`src/design/cdlf_pkg.sv`:
```
package cdlf_pkg;

    // Word field widths.
    localparam int DATA_W      = 16;
    localparam int ACC_W       = 40;
    localparam int PROD_W      = 2 * DATA_W;
    localparam int TAP_IDX_W   = 5;
    localparam int CFG_W       = 6;

    // Configuration port.
    localparam int APB_DATA_W  = 32;
    localparam int APB_ADDR_W  = 3;

    localparam logic REG_TAP_COUNT    = 1'b0;
    localparam logic REG_DELAY_OFFSET = 1'b1;

    localparam logic [CFG_W-1:0] TAP_COUNT_RST    = CFG_W'(1);
    localparam logic [CFG_W-1:0] DELAY_OFFSET_RST = '0;

    // Input word function codes.
    localparam logic FUNC_LOAD = 1'b0;
    localparam logic FUNC_PUSH = 1'b1;

    // Default sizes.
    localparam int DEF_RING_DEPTH = 64;
    localparam int DEF_MAX_TAPS   = 32;

    typedef enum logic [2:0] {
        ST_CLEAR,
        ST_IDLE,
        ST_ALIGN,
        ST_ISSUE,
        ST_DRAIN,
        ST_HOLD
    } cdlf_state_t;

    // Sequencer to datapath.
    typedef struct packed {
        logic clr;
        logic ring_we;
        logic coef_we;
        logic issue;
        logic acc_clr;
        logic out_load;
    } cdlf_ctrl_t;

    // Datapath to sequencer.
    typedef struct packed {
        logic pipe_busy;
        logic out_free;
    } cdlf_stat_t;

endpackage

```
`src/design/cdlf_if.sv`:
```
interface cdlf_in_if;
    logic                                  valid;
    logic                                  ready;
    logic                                  func;
    logic signed [cdlf_pkg::DATA_W-1:0]    sample_re;
    logic signed [cdlf_pkg::DATA_W-1:0]    sample_im;
    logic        [cdlf_pkg::TAP_IDX_W-1:0] tap_index;
    logic signed [cdlf_pkg::DATA_W-1:0]    coef_re;
    logic signed [cdlf_pkg::DATA_W-1:0]    coef_im;

    modport source (
        output valid, func, sample_re, sample_im, tap_index, coef_re, coef_im,
        input  ready
    );

    modport sink (
        input  valid, func, sample_re, sample_im, tap_index, coef_re, coef_im,
        output ready
    );
endinterface

interface cdlf_out_if;
    logic                               valid;
    logic                               ready;
    logic signed [cdlf_pkg::ACC_W-1:0]  acc_re;
    logic signed [cdlf_pkg::ACC_W-1:0]  acc_im;

    modport source (
        output valid, acc_re, acc_im,
        input  ready
    );

    modport sink (
        input  valid, acc_re, acc_im,
        output ready
    );
endinterface

```
`src/design/complex_delay_line_fir_mac.sv`:
```
// Channel   Direction  Handshake      Word contents
// din       in         valid/ready    func, sample_re, sample_im, tap_index, coef_re, coef_im
// dout      out        valid/ready    acc_re, acc_im
// APB       in         psel/penable   tap_count at 0x0, delay_offset at 0x4
//
// A load word is taken and written while the block is idle. A sample word holds the block
// through accept, alignment, one tap per cycle on the I/Q multiply-accumulate for each of
// T = min(tap_count, MAX_TAPS) taps, the drain and the hand-off; with T zero the taps are
// skipped. Alignment subtracts RING_DEPTH from newest + delay_offset until it lies below the
// ring depth, at most once at the default sizes. After reset a clearing pass zeroes both
// memories, with din not ready. A result still waiting on dout stalls only the next hand-off.

module complex_delay_line_fir_mac #(
    parameter int RING_DEPTH = cdlf_pkg::DEF_RING_DEPTH,
    parameter int MAX_TAPS   = cdlf_pkg::DEF_MAX_TAPS
) (
    input  logic                              clk,
    input  logic                              rst_n,
    cdlf_in_if.sink                           din,
    cdlf_out_if.source                        dout,
    input  logic                              psel,
    input  logic                              penable,
    input  logic                              pwrite,
    input  logic [cdlf_pkg::APB_ADDR_W-1:0]   paddr,
    input  logic [cdlf_pkg::APB_DATA_W-1:0]   pwdata,
    output logic [cdlf_pkg::APB_DATA_W-1:0]   prdata,
    output logic                              pready
);

    localparam int RW = (RING_DEPTH > 1) ? $clog2(RING_DEPTH) : 1;
    localparam int CW = (MAX_TAPS > 1) ? $clog2(MAX_TAPS) : 1;

    logic [cdlf_pkg::CFG_W-1:0] tap_count;
    logic [cdlf_pkg::CFG_W-1:0] delay_offset;

    // Control from the sequencer and status back from the datapath.
    cdlf_pkg::cdlf_ctrl_t ctrl;
    cdlf_pkg::cdlf_stat_t stat;

    logic [RW-1:0] ring_waddr;
    logic [RW-1:0] ring_raddr;
    logic [CW-1:0] coef_waddr;
    logic [CW-1:0] coef_raddr;

    // Write the two configuration registers only while idle; the block does not enforce it.
    cdlf_apb_regs u_regs (
        .clk          (clk),
        .rst_n        (rst_n),
        .psel         (psel),
        .penable      (penable),
        .pwrite       (pwrite),
        .paddr        (paddr),
        .pwdata       (pwdata),
        .prdata       (prdata),
        .pready       (pready),
        .tap_count    (tap_count),
        .delay_offset (delay_offset)
    );

    // The sequencer owns the ring write pointer, the tap position walk and the
    // clearing pass, and steps the shared multiply-accumulate once per tap.
    cdlf_seq #(
        .RING_DEPTH (RING_DEPTH),
        .MAX_TAPS   (MAX_TAPS)
    ) u_seq (
        .clk          (clk),
        .rst_n        (rst_n),
        .in_valid     (din.valid),
        .in_ready     (din.ready),
        .in_func      (din.func),
        .in_tap_index (din.tap_index),
        .tap_count    (tap_count),
        .delay_offset (delay_offset),
        .stat         (stat),
        .ctrl         (ctrl),
        .ring_waddr   (ring_waddr),
        .ring_raddr   (ring_raddr),
        .coef_waddr   (coef_waddr),
        .coef_raddr   (coef_raddr)
    );

    // The datapath holds the sample ring, the coefficient table, the two 16 by 16
    // multipliers, the 40-bit accumulators and the output register.
    cdlf_mac #(
        .RING_DEPTH (RING_DEPTH),
        .MAX_TAPS   (MAX_TAPS)
    ) u_mac (
        .clk        (clk),
        .rst_n      (rst_n),
        .ctrl       (ctrl),
        .stat       (stat),
        .ring_waddr (ring_waddr),
        .ring_raddr (ring_raddr),
        .coef_waddr (coef_waddr),
        .coef_raddr (coef_raddr),
        .sample_re  (din.sample_re),
        .sample_im  (din.sample_im),
        .coef_re    (din.coef_re),
        .coef_im    (din.coef_im),
        .out_valid  (dout.valid),
        .out_ready  (dout.ready),
        .acc_re     (dout.acc_re),
        .acc_im     (dout.acc_im)
    );

endmodule

```
`src/design/cdlf_apb_regs.sv`:
```
module cdlf_apb_regs (
    input  logic                              clk,
    input  logic                              rst_n,
    input  logic                              psel,
    input  logic                              penable,
    input  logic                              pwrite,
    input  logic [cdlf_pkg::APB_ADDR_W-1:0]   paddr,
    input  logic [cdlf_pkg::APB_DATA_W-1:0]   pwdata,
    output logic [cdlf_pkg::APB_DATA_W-1:0]   prdata,
    output logic                              pready,
    output logic [cdlf_pkg::CFG_W-1:0]        tap_count,
    output logic [cdlf_pkg::CFG_W-1:0]        delay_offset
);

    logic [cdlf_pkg::CFG_W-1:0] tap_count_reg;
    logic [cdlf_pkg::CFG_W-1:0] delay_offset_reg;
    logic                       wr_en;
    logic                       reg_sel;

    assign pready  = 1'b1;
    assign wr_en   = psel & penable & pwrite & pready;
    // Registers sit on 4-byte boundaries; the low address bits are ignored.
    assign reg_sel = paddr[cdlf_pkg::APB_ADDR_W-1];

    always_ff @(posedge clk or negedge rst_n)
    begin
        if (!rst_n)
        begin
            tap_count_reg    <= cdlf_pkg::TAP_COUNT_RST;
            delay_offset_reg <= cdlf_pkg::DELAY_OFFSET_RST;
        end
        else if (wr_en)
        begin
            unique case (reg_sel)
                cdlf_pkg::REG_TAP_COUNT:
                begin
                    tap_count_reg <= pwdata[cdlf_pkg::CFG_W-1:0];
                end
                cdlf_pkg::REG_DELAY_OFFSET:
                begin
                    delay_offset_reg <= pwdata[cdlf_pkg::CFG_W-1:0];
                end
            endcase
        end
    end

    always_comb
    begin
        unique case (reg_sel)
            cdlf_pkg::REG_TAP_COUNT:
            begin
                prdata = cdlf_pkg::APB_DATA_W'(tap_count_reg);
            end
            cdlf_pkg::REG_DELAY_OFFSET:
            begin
                prdata = cdlf_pkg::APB_DATA_W'(delay_offset_reg);
            end
        endcase
    end

    assign tap_count    = tap_count_reg;
    assign delay_offset = delay_offset_reg;

endmodule

```
`src/design/cdlf_seq.sv`:
```
module cdlf_seq #(
    parameter int RING_DEPTH = cdlf_pkg::DEF_RING_DEPTH,
    parameter int MAX_TAPS   = cdlf_pkg::DEF_MAX_TAPS,
    localparam int RW        = (RING_DEPTH > 1) ? $clog2(RING_DEPTH) : 1,
    localparam int CW        = (MAX_TAPS > 1) ? $clog2(MAX_TAPS) : 1
) (
    input  logic                             clk,
    input  logic                             rst_n,
    input  logic                             in_valid,
    output logic                             in_ready,
    input  logic                             in_func,
    input  logic [cdlf_pkg::TAP_IDX_W-1:0]   in_tap_index,
    input  logic [cdlf_pkg::CFG_W-1:0]       tap_count,
    input  logic [cdlf_pkg::CFG_W-1:0]       delay_offset,
    input  cdlf_pkg::cdlf_stat_t             stat,
    output cdlf_pkg::cdlf_ctrl_t             ctrl,
    output logic [RW-1:0]                    ring_waddr,
    output logic [RW-1:0]                    ring_raddr,
    output logic [CW-1:0]                    coef_waddr,
    output logic [CW-1:0]                    coef_raddr
);

    localparam int TCW   = $clog2(MAX_TAPS + 1);
    localparam int TW    = (TCW > cdlf_pkg::CFG_W) ? TCW : cdlf_pkg::CFG_W;
    localparam int SW    = (TCW > cdlf_pkg::TAP_IDX_W) ? TCW : cdlf_pkg::TAP_IDX_W;
    localparam int PW    = $clog2(RING_DEPTH + 64);
    localparam int CLR_N = (RING_DEPTH > MAX_TAPS) ? RING_DEPTH : MAX_TAPS;
    localparam int CLRW  = $clog2(CLR_N + 1);

    localparam logic [PW-1:0]   DEPTH_P   = PW'(RING_DEPTH);
    localparam logic [PW-1:0]   LAST_POS  = PW'(RING_DEPTH - 1);
    localparam logic [RW-1:0]   LAST_PTR  = RW'(RING_DEPTH - 1);
    localparam logic [CLRW-1:0] CLR_LAST  = CLRW'(CLR_N - 1);

    cdlf_pkg::cdlf_state_t state_reg, state_next;

    logic [CLRW-1:0] clr_cnt_reg, clr_cnt_next;
    logic [RW-1:0]   wr_ptr_reg,  wr_ptr_next;
    logic [PW-1:0]   pos_reg,     pos_next;
    logic [TCW-1:0]  taps_reg,    taps_next;
    logic [TCW-1:0]  tap_i_reg,   tap_i_next;

    logic            accept;
    logic            push;
    logic            slot_ok;
    logic [TW-1:0]   taps_sel;
    logic            pos_wraps;

    assign accept    = in_valid & in_ready;
    assign push      = accept & (in_func == cdlf_pkg::FUNC_PUSH);
    assign slot_ok   = SW'(in_tap_index) < SW'(MAX_TAPS);
    assign taps_sel  = (TW'(tap_count) > TW'(MAX_TAPS)) ? TW'(MAX_TAPS) : TW'(tap_count);
    assign pos_wraps = pos_reg >= DEPTH_P;

    always_ff @(posedge clk or negedge rst_n)
    begin
        if (!rst_n)
        begin
            state_reg   <= cdlf_pkg::ST_CLEAR;
            clr_cnt_reg <= '0;
            wr_ptr_reg  <= '0;
            pos_reg     <= '0;
            taps_reg    <= '0;
            tap_i_reg   <= '0;
        end
        else
        begin
            state_reg   <= state_next;
            clr_cnt_reg <= clr_cnt_next;
            wr_ptr_reg  <= wr_ptr_next;
            pos_reg     <= pos_next;
            taps_reg    <= taps_next;
            tap_i_reg   <= tap_i_next;
        end
    end

    // Next state.
    always_comb
    begin
        state_next = state_reg;
        unique case (state_reg)
            cdlf_pkg::ST_CLEAR:
            begin
                if (clr_cnt_reg == CLR_LAST)
                begin
                    state_next = cdlf_pkg::ST_IDLE;
                end
            end
            cdlf_pkg::ST_IDLE:
            begin
                if (push)
                begin
                    state_next = cdlf_pkg::ST_ALIGN;
                end
            end
            cdlf_pkg::ST_ALIGN:
            begin
                if (!pos_wraps)
                begin
                    state_next = (taps_reg == '0) ? cdlf_pkg::ST_DRAIN : cdlf_pkg::ST_ISSUE;
                end
            end
            cdlf_pkg::ST_ISSUE:
            begin
                if ((tap_i_reg + 1'b1) == taps_reg)
                begin
                    state_next = cdlf_pkg::ST_DRAIN;
                end
            end
            cdlf_pkg::ST_DRAIN:
            begin
                if (!stat.pipe_busy)
                begin
                    state_next = cdlf_pkg::ST_HOLD;
                end
            end
            cdlf_pkg::ST_HOLD:
            begin
                if (stat.out_free)
                begin
                    state_next = cdlf_pkg::ST_IDLE;
                end
            end
        endcase
    end

    // Outputs.
    always_comb
    begin
        ctrl       = '0;
        in_ready   = 1'b0;
        ring_waddr = wr_ptr_reg;
        coef_waddr = CW'(in_tap_index);
        ring_raddr = pos_reg[RW-1:0];
        coef_raddr = tap_i_reg[CW-1:0];
        unique case (state_reg)
            cdlf_pkg::ST_CLEAR:
            begin
                ctrl.clr     = 1'b1;
                ctrl.ring_we = clr_cnt_reg < CLRW'(RING_DEPTH);
                ctrl.coef_we = clr_cnt_reg < CLRW'(MAX_TAPS);
                ring_waddr   = clr_cnt_reg[RW-1:0];
                coef_waddr   = clr_cnt_reg[CW-1:0];
            end
            cdlf_pkg::ST_IDLE:
            begin
                in_ready     = 1'b1;
                ctrl.ring_we = push;
                ctrl.acc_clr = push;
                ctrl.coef_we = accept & (in_func == cdlf_pkg::FUNC_LOAD) & slot_ok;
            end
            cdlf_pkg::ST_ALIGN:
            begin
                ctrl = '0;
            end
            cdlf_pkg::ST_ISSUE:
            begin
                ctrl.issue = 1'b1;
            end
            cdlf_pkg::ST_DRAIN:
            begin
                ctrl = '0;
            end
            cdlf_pkg::ST_HOLD:
            begin
                ctrl.out_load = stat.out_free;
            end
        endcase
    end

    // Pointers and counters.
    always_comb
    begin
        clr_cnt_next = clr_cnt_reg;
        wr_ptr_next  = wr_ptr_reg;
        pos_next     = pos_reg;
        taps_next    = taps_reg;
        tap_i_next   = tap_i_reg;
        unique case (state_reg)
            cdlf_pkg::ST_CLEAR:
            begin
                clr_cnt_next = clr_cnt_reg + 1'b1;
            end
            cdlf_pkg::ST_IDLE:
            begin
                if (push)
                begin
                    // The write pointer walks downward, so older samples sit higher.
                    wr_ptr_next = (wr_ptr_reg == '0) ? LAST_PTR : wr_ptr_reg - 1'b1;
                    pos_next    = PW'(wr_ptr_reg) + PW'(delay_offset);
                    taps_next   = taps_sel[TCW-1:0];
                    tap_i_next  = '0;
                end
            end
            cdlf_pkg::ST_ALIGN:
            begin
                // Bring the first tap position below the ring depth.
                if (pos_wraps)
                begin
                    pos_next = pos_reg - DEPTH_P;
                end
            end
            cdlf_pkg::ST_ISSUE:
            begin
                pos_next   = (pos_reg == LAST_POS) ? '0 : pos_reg + 1'b1;
                tap_i_next = tap_i_reg + 1'b1;
            end
            cdlf_pkg::ST_DRAIN:
            begin
                tap_i_next = tap_i_reg;
            end
            cdlf_pkg::ST_HOLD:
            begin
                tap_i_next = tap_i_reg;
            end
        endcase
    end

    a_issue_in_range: assert property (@(posedge clk) disable iff (!rst_n)
        (state_reg == cdlf_pkg::ST_ISSUE) |-> (tap_i_reg < taps_reg) && (pos_reg < DEPTH_P))
        else $error("tap issued outside the tap count or the ring");

    a_clear_once: assert property (@(posedge clk) disable iff (!rst_n)
        (state_reg != cdlf_pkg::ST_CLEAR) |=> (state_reg != cdlf_pkg::ST_CLEAR))
        else $error("clearing pass restarted after reset");

    a_push_aligns: assert property (@(posedge clk) disable iff (!rst_n)
        push |=> (state_reg == cdlf_pkg::ST_ALIGN) && (taps_reg <= TCW'(MAX_TAPS)))
        else $error("sample word did not start a filter pass");

endmodule

```
`src/design/cdlf_mac.sv`:
```
module cdlf_mac #(
    parameter int RING_DEPTH = cdlf_pkg::DEF_RING_DEPTH,
    parameter int MAX_TAPS   = cdlf_pkg::DEF_MAX_TAPS,
    localparam int RW        = (RING_DEPTH > 1) ? $clog2(RING_DEPTH) : 1,
    localparam int CW        = (MAX_TAPS > 1) ? $clog2(MAX_TAPS) : 1
) (
    input  logic                                    clk,
    input  logic                                    rst_n,
    input  cdlf_pkg::cdlf_ctrl_t                    ctrl,
    output cdlf_pkg::cdlf_stat_t                    stat,
    input  logic [RW-1:0]                           ring_waddr,
    input  logic [RW-1:0]                           ring_raddr,
    input  logic [CW-1:0]                           coef_waddr,
    input  logic [CW-1:0]                           coef_raddr,
    input  logic signed [cdlf_pkg::DATA_W-1:0]      sample_re,
    input  logic signed [cdlf_pkg::DATA_W-1:0]      sample_im,
    input  logic signed [cdlf_pkg::DATA_W-1:0]      coef_re,
    input  logic signed [cdlf_pkg::DATA_W-1:0]      coef_im,
    output logic                                    out_valid,
    input  logic                                    out_ready,
    output logic signed [cdlf_pkg::ACC_W-1:0]       acc_re,
    output logic signed [cdlf_pkg::ACC_W-1:0]       acc_im
);

    localparam int PAIR_W = 2 * cdlf_pkg::DATA_W;
    localparam int DW     = cdlf_pkg::DATA_W;

    // Entries hold {re, im}.
    logic [PAIR_W-1:0] ring_mem [RING_DEPTH];
    logic [PAIR_W-1:0] coef_mem [MAX_TAPS];

    logic [PAIR_W-1:0] ring_rd_reg;
    logic [PAIR_W-1:0] coef_rd_reg;
    logic              s1_valid_reg;
    logic              s2_valid_reg;

    logic signed [cdlf_pkg::PROD_W-1:0] prod_re_reg;
    logic signed [cdlf_pkg::PROD_W-1:0] prod_im_reg;
    logic signed [cdlf_pkg::PROD_W-1:0] prod_re_next;
    logic signed [cdlf_pkg::PROD_W-1:0] prod_im_next;
    logic signed [DW-1:0]               smp_re;
    logic signed [DW-1:0]               smp_im;
    logic signed [DW-1:0]               cof_re;
    logic signed [DW-1:0]               cof_im;

    logic signed [cdlf_pkg::ACC_W-1:0]  sum_re_reg;
    logic signed [cdlf_pkg::ACC_W-1:0]  sum_im_reg;
    logic signed [cdlf_pkg::ACC_W-1:0]  out_re_reg;
    logic signed [cdlf_pkg::ACC_W-1:0]  out_im_reg;
    logic                               out_valid_reg;
    logic                               out_valid_next;

    always_ff @(posedge clk)
    begin
        if (ctrl.ring_we)
        begin
            ring_mem[ring_waddr] <= ctrl.clr ? '0 : {sample_re, sample_im};
        end
        if (ctrl.coef_we)
        begin
            coef_mem[coef_waddr] <= ctrl.clr ? '0 : {coef_re, coef_im};
        end
        if (ctrl.issue)
        begin
            ring_rd_reg <= ring_mem[ring_raddr];
            coef_rd_reg <= coef_mem[coef_raddr];
        end
    end

    assign smp_re = ring_rd_reg[PAIR_W-1:DW];
    assign smp_im = ring_rd_reg[DW-1:0];
    assign cof_re = coef_rd_reg[PAIR_W-1:DW];
    assign cof_im = coef_rd_reg[DW-1:0];

    assign prod_re_next = smp_re * cof_re;
    assign prod_im_next = smp_im * cof_im;

    // Product stage, then the accumulate stage; both rails run side by side.
    always_ff @(posedge clk)
    begin
        if (s1_valid_reg)
        begin
            prod_re_reg <= prod_re_next;
            prod_im_reg <= prod_im_next;
        end
        if (ctrl.acc_clr)
        begin
            sum_re_reg <= '0;
            sum_im_reg <= '0;
        end
        else if (s2_valid_reg)
        begin
            sum_re_reg <= sum_re_reg + cdlf_pkg::ACC_W'(prod_re_reg);
            sum_im_reg <= sum_im_reg + cdlf_pkg::ACC_W'(prod_im_reg);
        end
        if (ctrl.out_load)
        begin
            out_re_reg <= sum_re_reg;
            out_im_reg <= sum_im_reg;
        end
    end

    always_comb
    begin
        out_valid_next = out_valid_reg;
        if (ctrl.out_load)
        begin
            out_valid_next = 1'b1;
        end
        else if (out_ready)
        begin
            out_valid_next = 1'b0;
        end
    end

    always_ff @(posedge clk or negedge rst_n)
    begin
        if (!rst_n)
        begin
            s1_valid_reg  <= 1'b0;
            s2_valid_reg  <= 1'b0;
            out_valid_reg <= 1'b0;
        end
        else
        begin
            s1_valid_reg  <= ctrl.issue;
            s2_valid_reg  <= s1_valid_reg;
            out_valid_reg <= out_valid_next;
        end
    end

    assign stat.pipe_busy = s1_valid_reg | s2_valid_reg;
    assign stat.out_free  = ~out_valid_reg | out_ready;

    assign out_valid = out_valid_reg;
    assign acc_re    = out_re_reg;
    assign acc_im    = out_im_reg;

    a_pipe_order: assert property (@(posedge clk) disable iff (!rst_n)
        s2_valid_reg |-> $past(s1_valid_reg))
        else $error("product stage valid without a preceding read");

    a_load_drained: assert property (@(posedge clk) disable iff (!rst_n)
        ctrl.out_load |-> !stat.pipe_busy && !ctrl.issue)
        else $error("result taken while taps were still in flight");

endmodule

```
`src/flat_wrapper.sv`:
```
// flat-port wrapper written by rule: the top's interface ports become plain ports
module complex_delay_line_fir_mac_flat 
#(
    parameter int RING_DEPTH = cdlf_pkg::DEF_RING_DEPTH,
    parameter int MAX_TAPS   = cdlf_pkg::DEF_MAX_TAPS
)
  (clk, rst_n, psel, penable, pwrite, paddr, pwdata, prdata, pready, din_valid, din_func, din_sample_re, din_sample_im, din_tap_index, din_coef_re, din_coef_im, din_ready, dout_valid, dout_acc_re, dout_acc_im, dout_ready);
  cdlf_in_if din_i ();
  cdlf_out_if dout_i ();
  input  logic clk;
  input  logic rst_n;
  input  logic psel;
  input  logic penable;
  input  logic pwrite;
  input  logic [cdlf_pkg::APB_ADDR_W-1:0] paddr;
  input  logic [cdlf_pkg::APB_DATA_W-1:0] pwdata;
  output logic [cdlf_pkg::APB_DATA_W-1:0] prdata;
  output logic pready;
  input wire logic [$bits(din_i.valid)-1:0] din_valid;
  input wire logic [$bits(din_i.func)-1:0] din_func;
  input wire logic [$bits(din_i.sample_re)-1:0] din_sample_re;
  input wire logic [$bits(din_i.sample_im)-1:0] din_sample_im;
  input wire logic [$bits(din_i.tap_index)-1:0] din_tap_index;
  input wire logic [$bits(din_i.coef_re)-1:0] din_coef_re;
  input wire logic [$bits(din_i.coef_im)-1:0] din_coef_im;
  output wire logic [$bits(din_i.ready)-1:0] din_ready;
  output wire logic [$bits(dout_i.valid)-1:0] dout_valid;
  output wire logic [$bits(dout_i.acc_re)-1:0] dout_acc_re;
  output wire logic [$bits(dout_i.acc_im)-1:0] dout_acc_im;
  input wire logic [$bits(dout_i.ready)-1:0] dout_ready;
  assign din_i.valid = din_valid;
  assign din_i.func = din_func;
  assign din_i.sample_re = din_sample_re;
  assign din_i.sample_im = din_sample_im;
  assign din_i.tap_index = din_tap_index;
  assign din_i.coef_re = din_coef_re;
  assign din_i.coef_im = din_coef_im;
  assign din_ready = din_i.ready;
  assign dout_valid = dout_i.valid;
  assign dout_acc_re = dout_i.acc_re;
  assign dout_acc_im = dout_i.acc_im;
  assign dout_i.ready = dout_ready;
  complex_delay_line_fir_mac #(.RING_DEPTH(RING_DEPTH), .MAX_TAPS(MAX_TAPS)) u_core (.clk(clk), .rst_n(rst_n), .din(din_i), .dout(dout_i), .psel(psel), .penable(penable), .pwrite(pwrite), .paddr(paddr), .pwdata(pwdata), .prdata(prdata), .pready(pready));
endmodule
```
`config.mk`:
```
export PLATFORM = sky130hd
export DESIGN_NAME = complex_delay_line_fir_mac_flat
export DESIGN_NICKNAME = d
export VERILOG_FILES = /design/src/design/cdlf_pkg.sv /design/src/design/cdlf_if.sv /design/src/design/complex_delay_line_fir_mac.sv /design/src/design/cdlf_apb_regs.sv /design/src/design/cdlf_seq.sv /design/src/design/cdlf_mac.sv /design/src/flat_wrapper.sv
export SDC_FILE = /design/constraint.sdc
export NUM_CORES = 2
export LEC_CHECK = 0
export CAP_MARGIN = 20
export CELL_PAD_IN_SITES_DETAIL_PLACEMENT = 0
export CELL_PAD_IN_SITES_GLOBAL_PLACEMENT = 1
export CORE_MARGIN = 5
export CORE_UTILIZATION = 60
export DETAILED_ROUTE_END_ITERATION = 8
export DONT_BUFFER_PORTS = 1
export PLACE_DENSITY_LB_ADDON = 0.3
export SLEW_MARGIN = 25
export SYNTH_ARGS = -nofsm -noshare
export SYNTH_HDL_FRONTEND = slang
export SYNTH_SLANG_ARGS = --single-unit
export TNS_END_PERCENT = 50
```
`constraint.sdc`:
```
create_clock -name clk -period 20.6 [get_ports clk]
set_clock_uncertainty 0.05 [all_clocks]
set_input_delay 2.06 -clock clk [delete_from_list [all_inputs] [get_ports clk]]
set_output_delay 2.06 -clock clk [all_outputs]
set_load 0.02 [all_outputs]
```
# Yosys cells after proc, flatten, opt, wreduce, memory -nomap -nowiden
# Memories as Yosys holds them, arrays and structs flattened. A register that Yosys moved wholly into a read port is not among the register bits.
# Index checks and enable logic that the tools add are counted.
dict set report totals {
  ram_bits 3072
  n_memories 2
  inputBits 112
  regBits 274
}
# name words word_bits read_ports rd_clocked_by_memory_dff write_ports line
set mem_list {}
lappend mem_list {u_core.u_mac.ring_mem 64 32 1 1 1 cdlf_mac.sv:29} ;# logic [PAIR_W-1:0] ring_mem [RING_DEPTH];
lappend mem_list {u_core.u_mac.coef_mem 32 32 1 1 1 cdlf_mac.sv:30} ;# logic [PAIR_W-1:0] coef_mem [MAX_TAPS];
dict set report op_classes {
  bitwise 10
  n_eq_ne 15
  addsub 8
  mux 33
  magnitude_cmp 4
  reduce_logical 12
  n_mul 2
}
# operator n
set ops {}
lappend ops {{adder 40 x 32 -> 40 bit} 2}
lappend ops {{multiplier 16 x 16 -> 32 bit} 2}
lappend ops {{two-way mux 32 bit} 2}
lappend ops {{one-hot mux 32 bit (2 select lines)} 1}
lappend ops {{two-way mux 6 bit} 4}
lappend ops {{two-way mux 3 bit} 7}
lappend ops {{two-way mux 7 bit} 3}
lappend ops {{one-hot mux 7 bit (3 select lines)} 1}
lappend ops {{one-hot mux 3 bit (6 select lines)} 1}
lappend ops {{adder 7 x 1 -> 7 bit, second input constant} 2}
lappend ops {{equality test 7 x 6 -> 1 bit, second input constant} 2}
lappend ops {{!= test 2 bit, second input constant} 7}
lappend ops {{zero test 6 bit} 2}
lappend ops {{one-hot mux 6 bit (2 select lines)} 1}
lappend ops {{two-way mux 1 bit} 11}
lappend ops {{AND reduction 2 bit} 4}
lappend ops {{adder 6 x 6 -> 7 bit} 1}
lappend ops {{>= comparator 7 bit, second input constant} 1}
lappend ops {{< comparator 7 x 6 -> 1 bit, second input constant} 1}
lappend ops {{< comparator 7 bit, second input constant} 1}
lappend ops {{subtractor 7 bit, second input constant} 1}
lappend ops {{adder 6 x 1 -> 6 bit, second input constant} 1}
lappend ops {{equality test 3 x 2 -> 1 bit, second input constant} 2}
lappend ops {{equality test 3 bit, second input constant} 2}
lappend ops {{14 further kinds} 22}

# Longest topological paths before layout
dict set report depth {
  word_depth 7
  mapped_depth 25
  ltp_nobuf 23
}

# Hierarchy
# Synthesis repeated with hierarchy kept, for this count alone.
dict set report hier_totals {
  cells_unflattened 8112
  area_unflattened_um2 152632.6
}
# module seq_area_each_um2 cells_per_inst n_inst area_per_inst_um2
set modules_own_cells {}
lappend modules_own_cells {cdlf_mac 100171.1 7775 1 149559.7}
lappend modules_own_cells {cdlf_seq 875.8 275 1 2311.0}
lappend modules_own_cells {cdlf_apb_regs 301.5 62 1 762.0}

# Worst setup path after synthesis
# No wires, ideal clock.
dict set report synth_path {
  kind {register to register}
  startpoint {register u_core.u_mac.ring_rd_reg[15] (read register of u_core.u_mac.ring_mem)}
  endpoint {register u_core.u_mac.prod_im_reg[31] (netlist bit), data pin}
  stages_incl_launch_ff 24
  arrival_time_ns 6.499
  setup_slack_ns 13.792
  path_buffers 1
  t_required_ns 20.291
  cell_sequence {edfxtp_1 > clkbuf_1 > nand2_1 > inv_1 > fa_1 > inv_1 > fa_1 > fa_1 > inv_1 > fa_1 > fa_1 > inv_1 > fa_1 > inv_1 > ha_1 > a2111o_1 > o311a_1 > a311o_1 > a21o_1 > a21o_1 > a2111o_1 > a31oi_2 > o21ai_1 > xnor2_1}
}
dict set report synth_between {
  elab_chain_cells 1
}
# item line
set synth_rtl {}
lappend synth_rtl {{start, declared} cdlf_mac.sv:32} ;# logic [PAIR_W-1:0] ring_rd_reg;
lappend synth_rtl {{multiplier 16 x 16 -> 32 bit} cdlf_mac.sv:76} ;# assign prod_im_next = smp_im * cof_im;
lappend synth_rtl {{net u_core.u_mac.prod_im_next, one bit} cdlf_mac.sv:40} ;# logic signed [cdlf_pkg::PROD_W-1:0] prod_im_next;
lappend synth_rtl {{end signal, assigned} cdlf_mac.sv:84} ;# prod_im_reg <= prod_im_next;
lappend synth_rtl {{end, declared} cdlf_mac.sv:38} ;# logic signed [cdlf_pkg::PROD_W-1:0] prod_im_reg;
# The timed path passes the listed nets, and every way through them passes these cells.
# A chain may end at the register's enable or synchronous reset.

# Worst setup path after layout
dict set report layout_path {
  startpoint {register u_core.u_mac.ring_rd_reg[10] (read register of u_core.u_mac.ring_mem)}
  endpoint {register u_core.u_mac.prod_im_reg[31] (netlist bit), data pin}
}
# The elaborated chain is that of the path after synthesis.

==> metrics.txt <==
status=completed; synth warn=0; Crit path arrival time=8.40 ns; Synth top area share=0.6470; Post-Synth XOR/XNOR Area=0.008112; Clock Latency Late Sink=0.97 ns; fill cell count=16,140; Initial Util=0.6012; vias per inst=6.642; crit share post-route=0.3793; crit-path max FO=16; CTS root buf=clkbuf_16; Buf/Inv on CP=3; setup TNS=0 ns; Post CTS Setup Buffer Count=0; Compound-Gate Fraction of Synth Area=0.01977; Antenna Nets Post-Route=0; Area growth, synth to finish=10.44%; clock slew at reported path FFs=0.06 ns; clk buf depth=4; 1st-pass router iterations=6; CTS tree=yes; Critical R2R Launch=u_core.u_mac.ring_rd_reg[10]; CP Launch Point=u_core.u_mac.ring_rd_reg[10]; synthesized flop and latch total=3,410; initial antenna violation count=41; Synth Area in Simple Gates=0.03810; H-tree depth=5; delay-heaviest family, CP=adder cells; slowest stage delay, CP=0.82 ns; biggest regs=u_core.u_mac.ring_mem: 2048 flops, u_core.u_mac.coef_mem: 1024 flops; post-synthesis mux area share=0.1535; DRC errors left=0; post-CTS sizing=0; final net count=9,110; Post-synth EDFFs=3,280; FP Rows=185; GP Congestion=0.8412; die extent in x=513.7 µm; synthesized area=0.1522 mm²; largest net degree at the start of global routing=121; CP endpoint kind=flip-flop; reg-to-reg setup timing slack=12.79 ns; Avg Cell Area, Syn=18.88 µm²; clock sinks=3,410; initial drt markers=9,944; Crit Reg-Reg Endpoint=u_core.u_mac.prod_im_reg[31]; share of cells above drive strength 1=0.2174; Cell variety after synth=78; Die Ht=513.7 µm; critical path type=reg -> reg; post-synthesis sequential area ratio=0.6657; largest family of logic cells by synthesized area=multiplexers; Worst path depth=20; ys async rst share=0.01466; RSZ-0062 raised after global routing=false; Largest Register=u_core.u_mac.ring_mem; DP HPWL=216.2 mm; Gate Count Post-Synth=8,065; CP max stage cell=edfxtp_1; worst-path cell chain=nand2_1, fa_1, inv_1, fa_1, fa_1, fa_1, fa_1, inv_1, fa_1, inv_1, ha_1, a2111o_1, o311a_1, a311o_1, a21o_1, a21o_1, a2111o_1, a31oi_2, o21ai_1, xnor2_1; R2R depth=20; Overall Global Routing Usage=0.3038; crit start category=flip-flop; Slew HR=0.2829; end point of the critical path=u_core.u_mac.prod_im_reg[31]; CTS Hold Bufs=0; worst-margin pin slew=1.073 ns; die area=0.2639 mm²; Largest register FFs=2,048; final setup fails=0; core outline area=0.2532 mm²; multi-input logic area=0.04808 mm²; CTS Buf Count=354; Area contributors post-synth=edfxtp_1 65%, mux4_2 15%, fa_1 6.9%, ha_1 2.1%, inv_1 1.5%; largest area contributor in the netlist=edfxtp_1; max_cap viols=0; port bufs=0; Pins Over Slew Limit=0; Via Count=78,840; final WL=394.6 mm; ys flop type=edfxtp_1; WP data required=21.18 ns; number of global-route vias before repair=81,640; maximum clock frequency=128.0 MHz; fin crit period=7.814 ns; # IOs=227; Sequential cell area=0.1014 mm²; Crit path top cell by count=fa_1; GR Overflow Total=0; routed len/inst=33.24 µm; Synth Area in Adders=0.09009; final hold vios=0; hold crit path type=reg -> reg; global-route wire length before repair=574.5 mm
[cells in the final DEF (no fill, tap or decap), drive strengths merged, types with 11 or more instances in the layout]
master and instances:
o31ai 11, fa 527, a211oi 24, nand3b 18, nand2b 35, and3 21, buf 141, o21ai 119
clkinv 149, mux2 50, edfxtp 3280, and2 319, mux4 992, nor2 271, clkbuf 420, o21bai 17
bufinv 29, dfxtp 80, nand3 47, a21oi 121, ha 253, inv 613, a21o 59, dfrtp 49
diode 26, nor3 28, nand2 398, conb 27, mux2i 47, a31oi 17, nor2b 22, xor2 37
o21a 29, xnor2 104, nand4 16
[metrics by stage]
step                      setup WS [ns]  instance area, µm²  cells  hold slack, ns    util
after global placement            12.73              157000  11230          0.3936  0.6200
after detailed placement          12.74              157000  11230          0.3945  0.6200
after CTS                         12.76              168000  11840          0.3663  0.6633
after floorplan                   13.79              152300   8090          0.3713       -
final                             12.79              168100  11870          0.3695  0.6639
after global routing              12.44              168100  11860          0.3791  0.6638
[cells in the mapped netlist (29+ instances only)]
cell type	instances
nand2b_1	35
ha_1	253
buf_1	72
xor2_1	37
a21oi_1	121
mux2i_1	47
a21o_1	59
xnor2_1	104
clkbuf_1	269
edfxtp_1	3280
o21ai_1	38
nor2_1	271
fa_1	527
nand3_1	47
dfxtp_1	80
o21a_1	29
mux4_2	992
o21ai_0	81
nand2_1	398
inv_1	598
dfrtp_1	49
mux2_2	50
and2_1	319
[logic make-up after synthesis]
| family | after synthesis |
|---|---|
| fa+ha+maj | 780 |
| compound gates | 471 |
| other cells | 2 |
| simple gates | 1202 |
| flops | 3410 |
| xor+xnor | 141 |
| mux | 1089 |
| buf+inv | 970 |
[layer usage]
metal	up-vias	track usage	wire, µm
met5	-	0	63
met4	10	0.1412	21160
met3	963	0.06774	40730
met2	4935	0.4902	194600
met1	41510	0.4012	138000
li1	31420	-	-
[layout make-up]
class                           count  share of cell area
Clock inverter                    197             0.01058
Tap cell                         3366             0.02505
Timing Repair Buffer              141            0.006824
Inverter                          601             0.01343
Multi-Input combinational cell   3710              0.2860
Clock buffer                      420             0.05471
Sequential cell                  3410              0.6030
Antenna cell                       26           0.0003870
[worst min path at each step]
stage / from / endpoint / slack [ns] / cells after the start
after CTS: u_core.u_mac.sum_re_reg[38] / u_core.u_mac.acc_re[38] / 0.37 / 0
after global routing: u_core.u_mac.sum_re_reg[38] / u_core.u_mac.acc_re[38] / 0.38 / 0
after detailed placement: u_core.u_mac.sum_re_reg[10] / u_core.u_mac.acc_re[10] / 0.39 / 0
after floorplan: u_core.u_mac.sum_im_reg[39] / u_core.u_mac.acc_im[39] / 0.37 / 0
final: u_core.u_mac.sum_re_reg[38] / u_core.u_mac.acc_re[38] / 0.37 / 0
after global placement: u_core.u_mac.sum_re_reg[10] / u_core.u_mac.acc_re[10] / 0.39 / 0
Power is not shown: default switching activity piles up to over one toggle a cycle in this logic, so the estimate is an artifact.
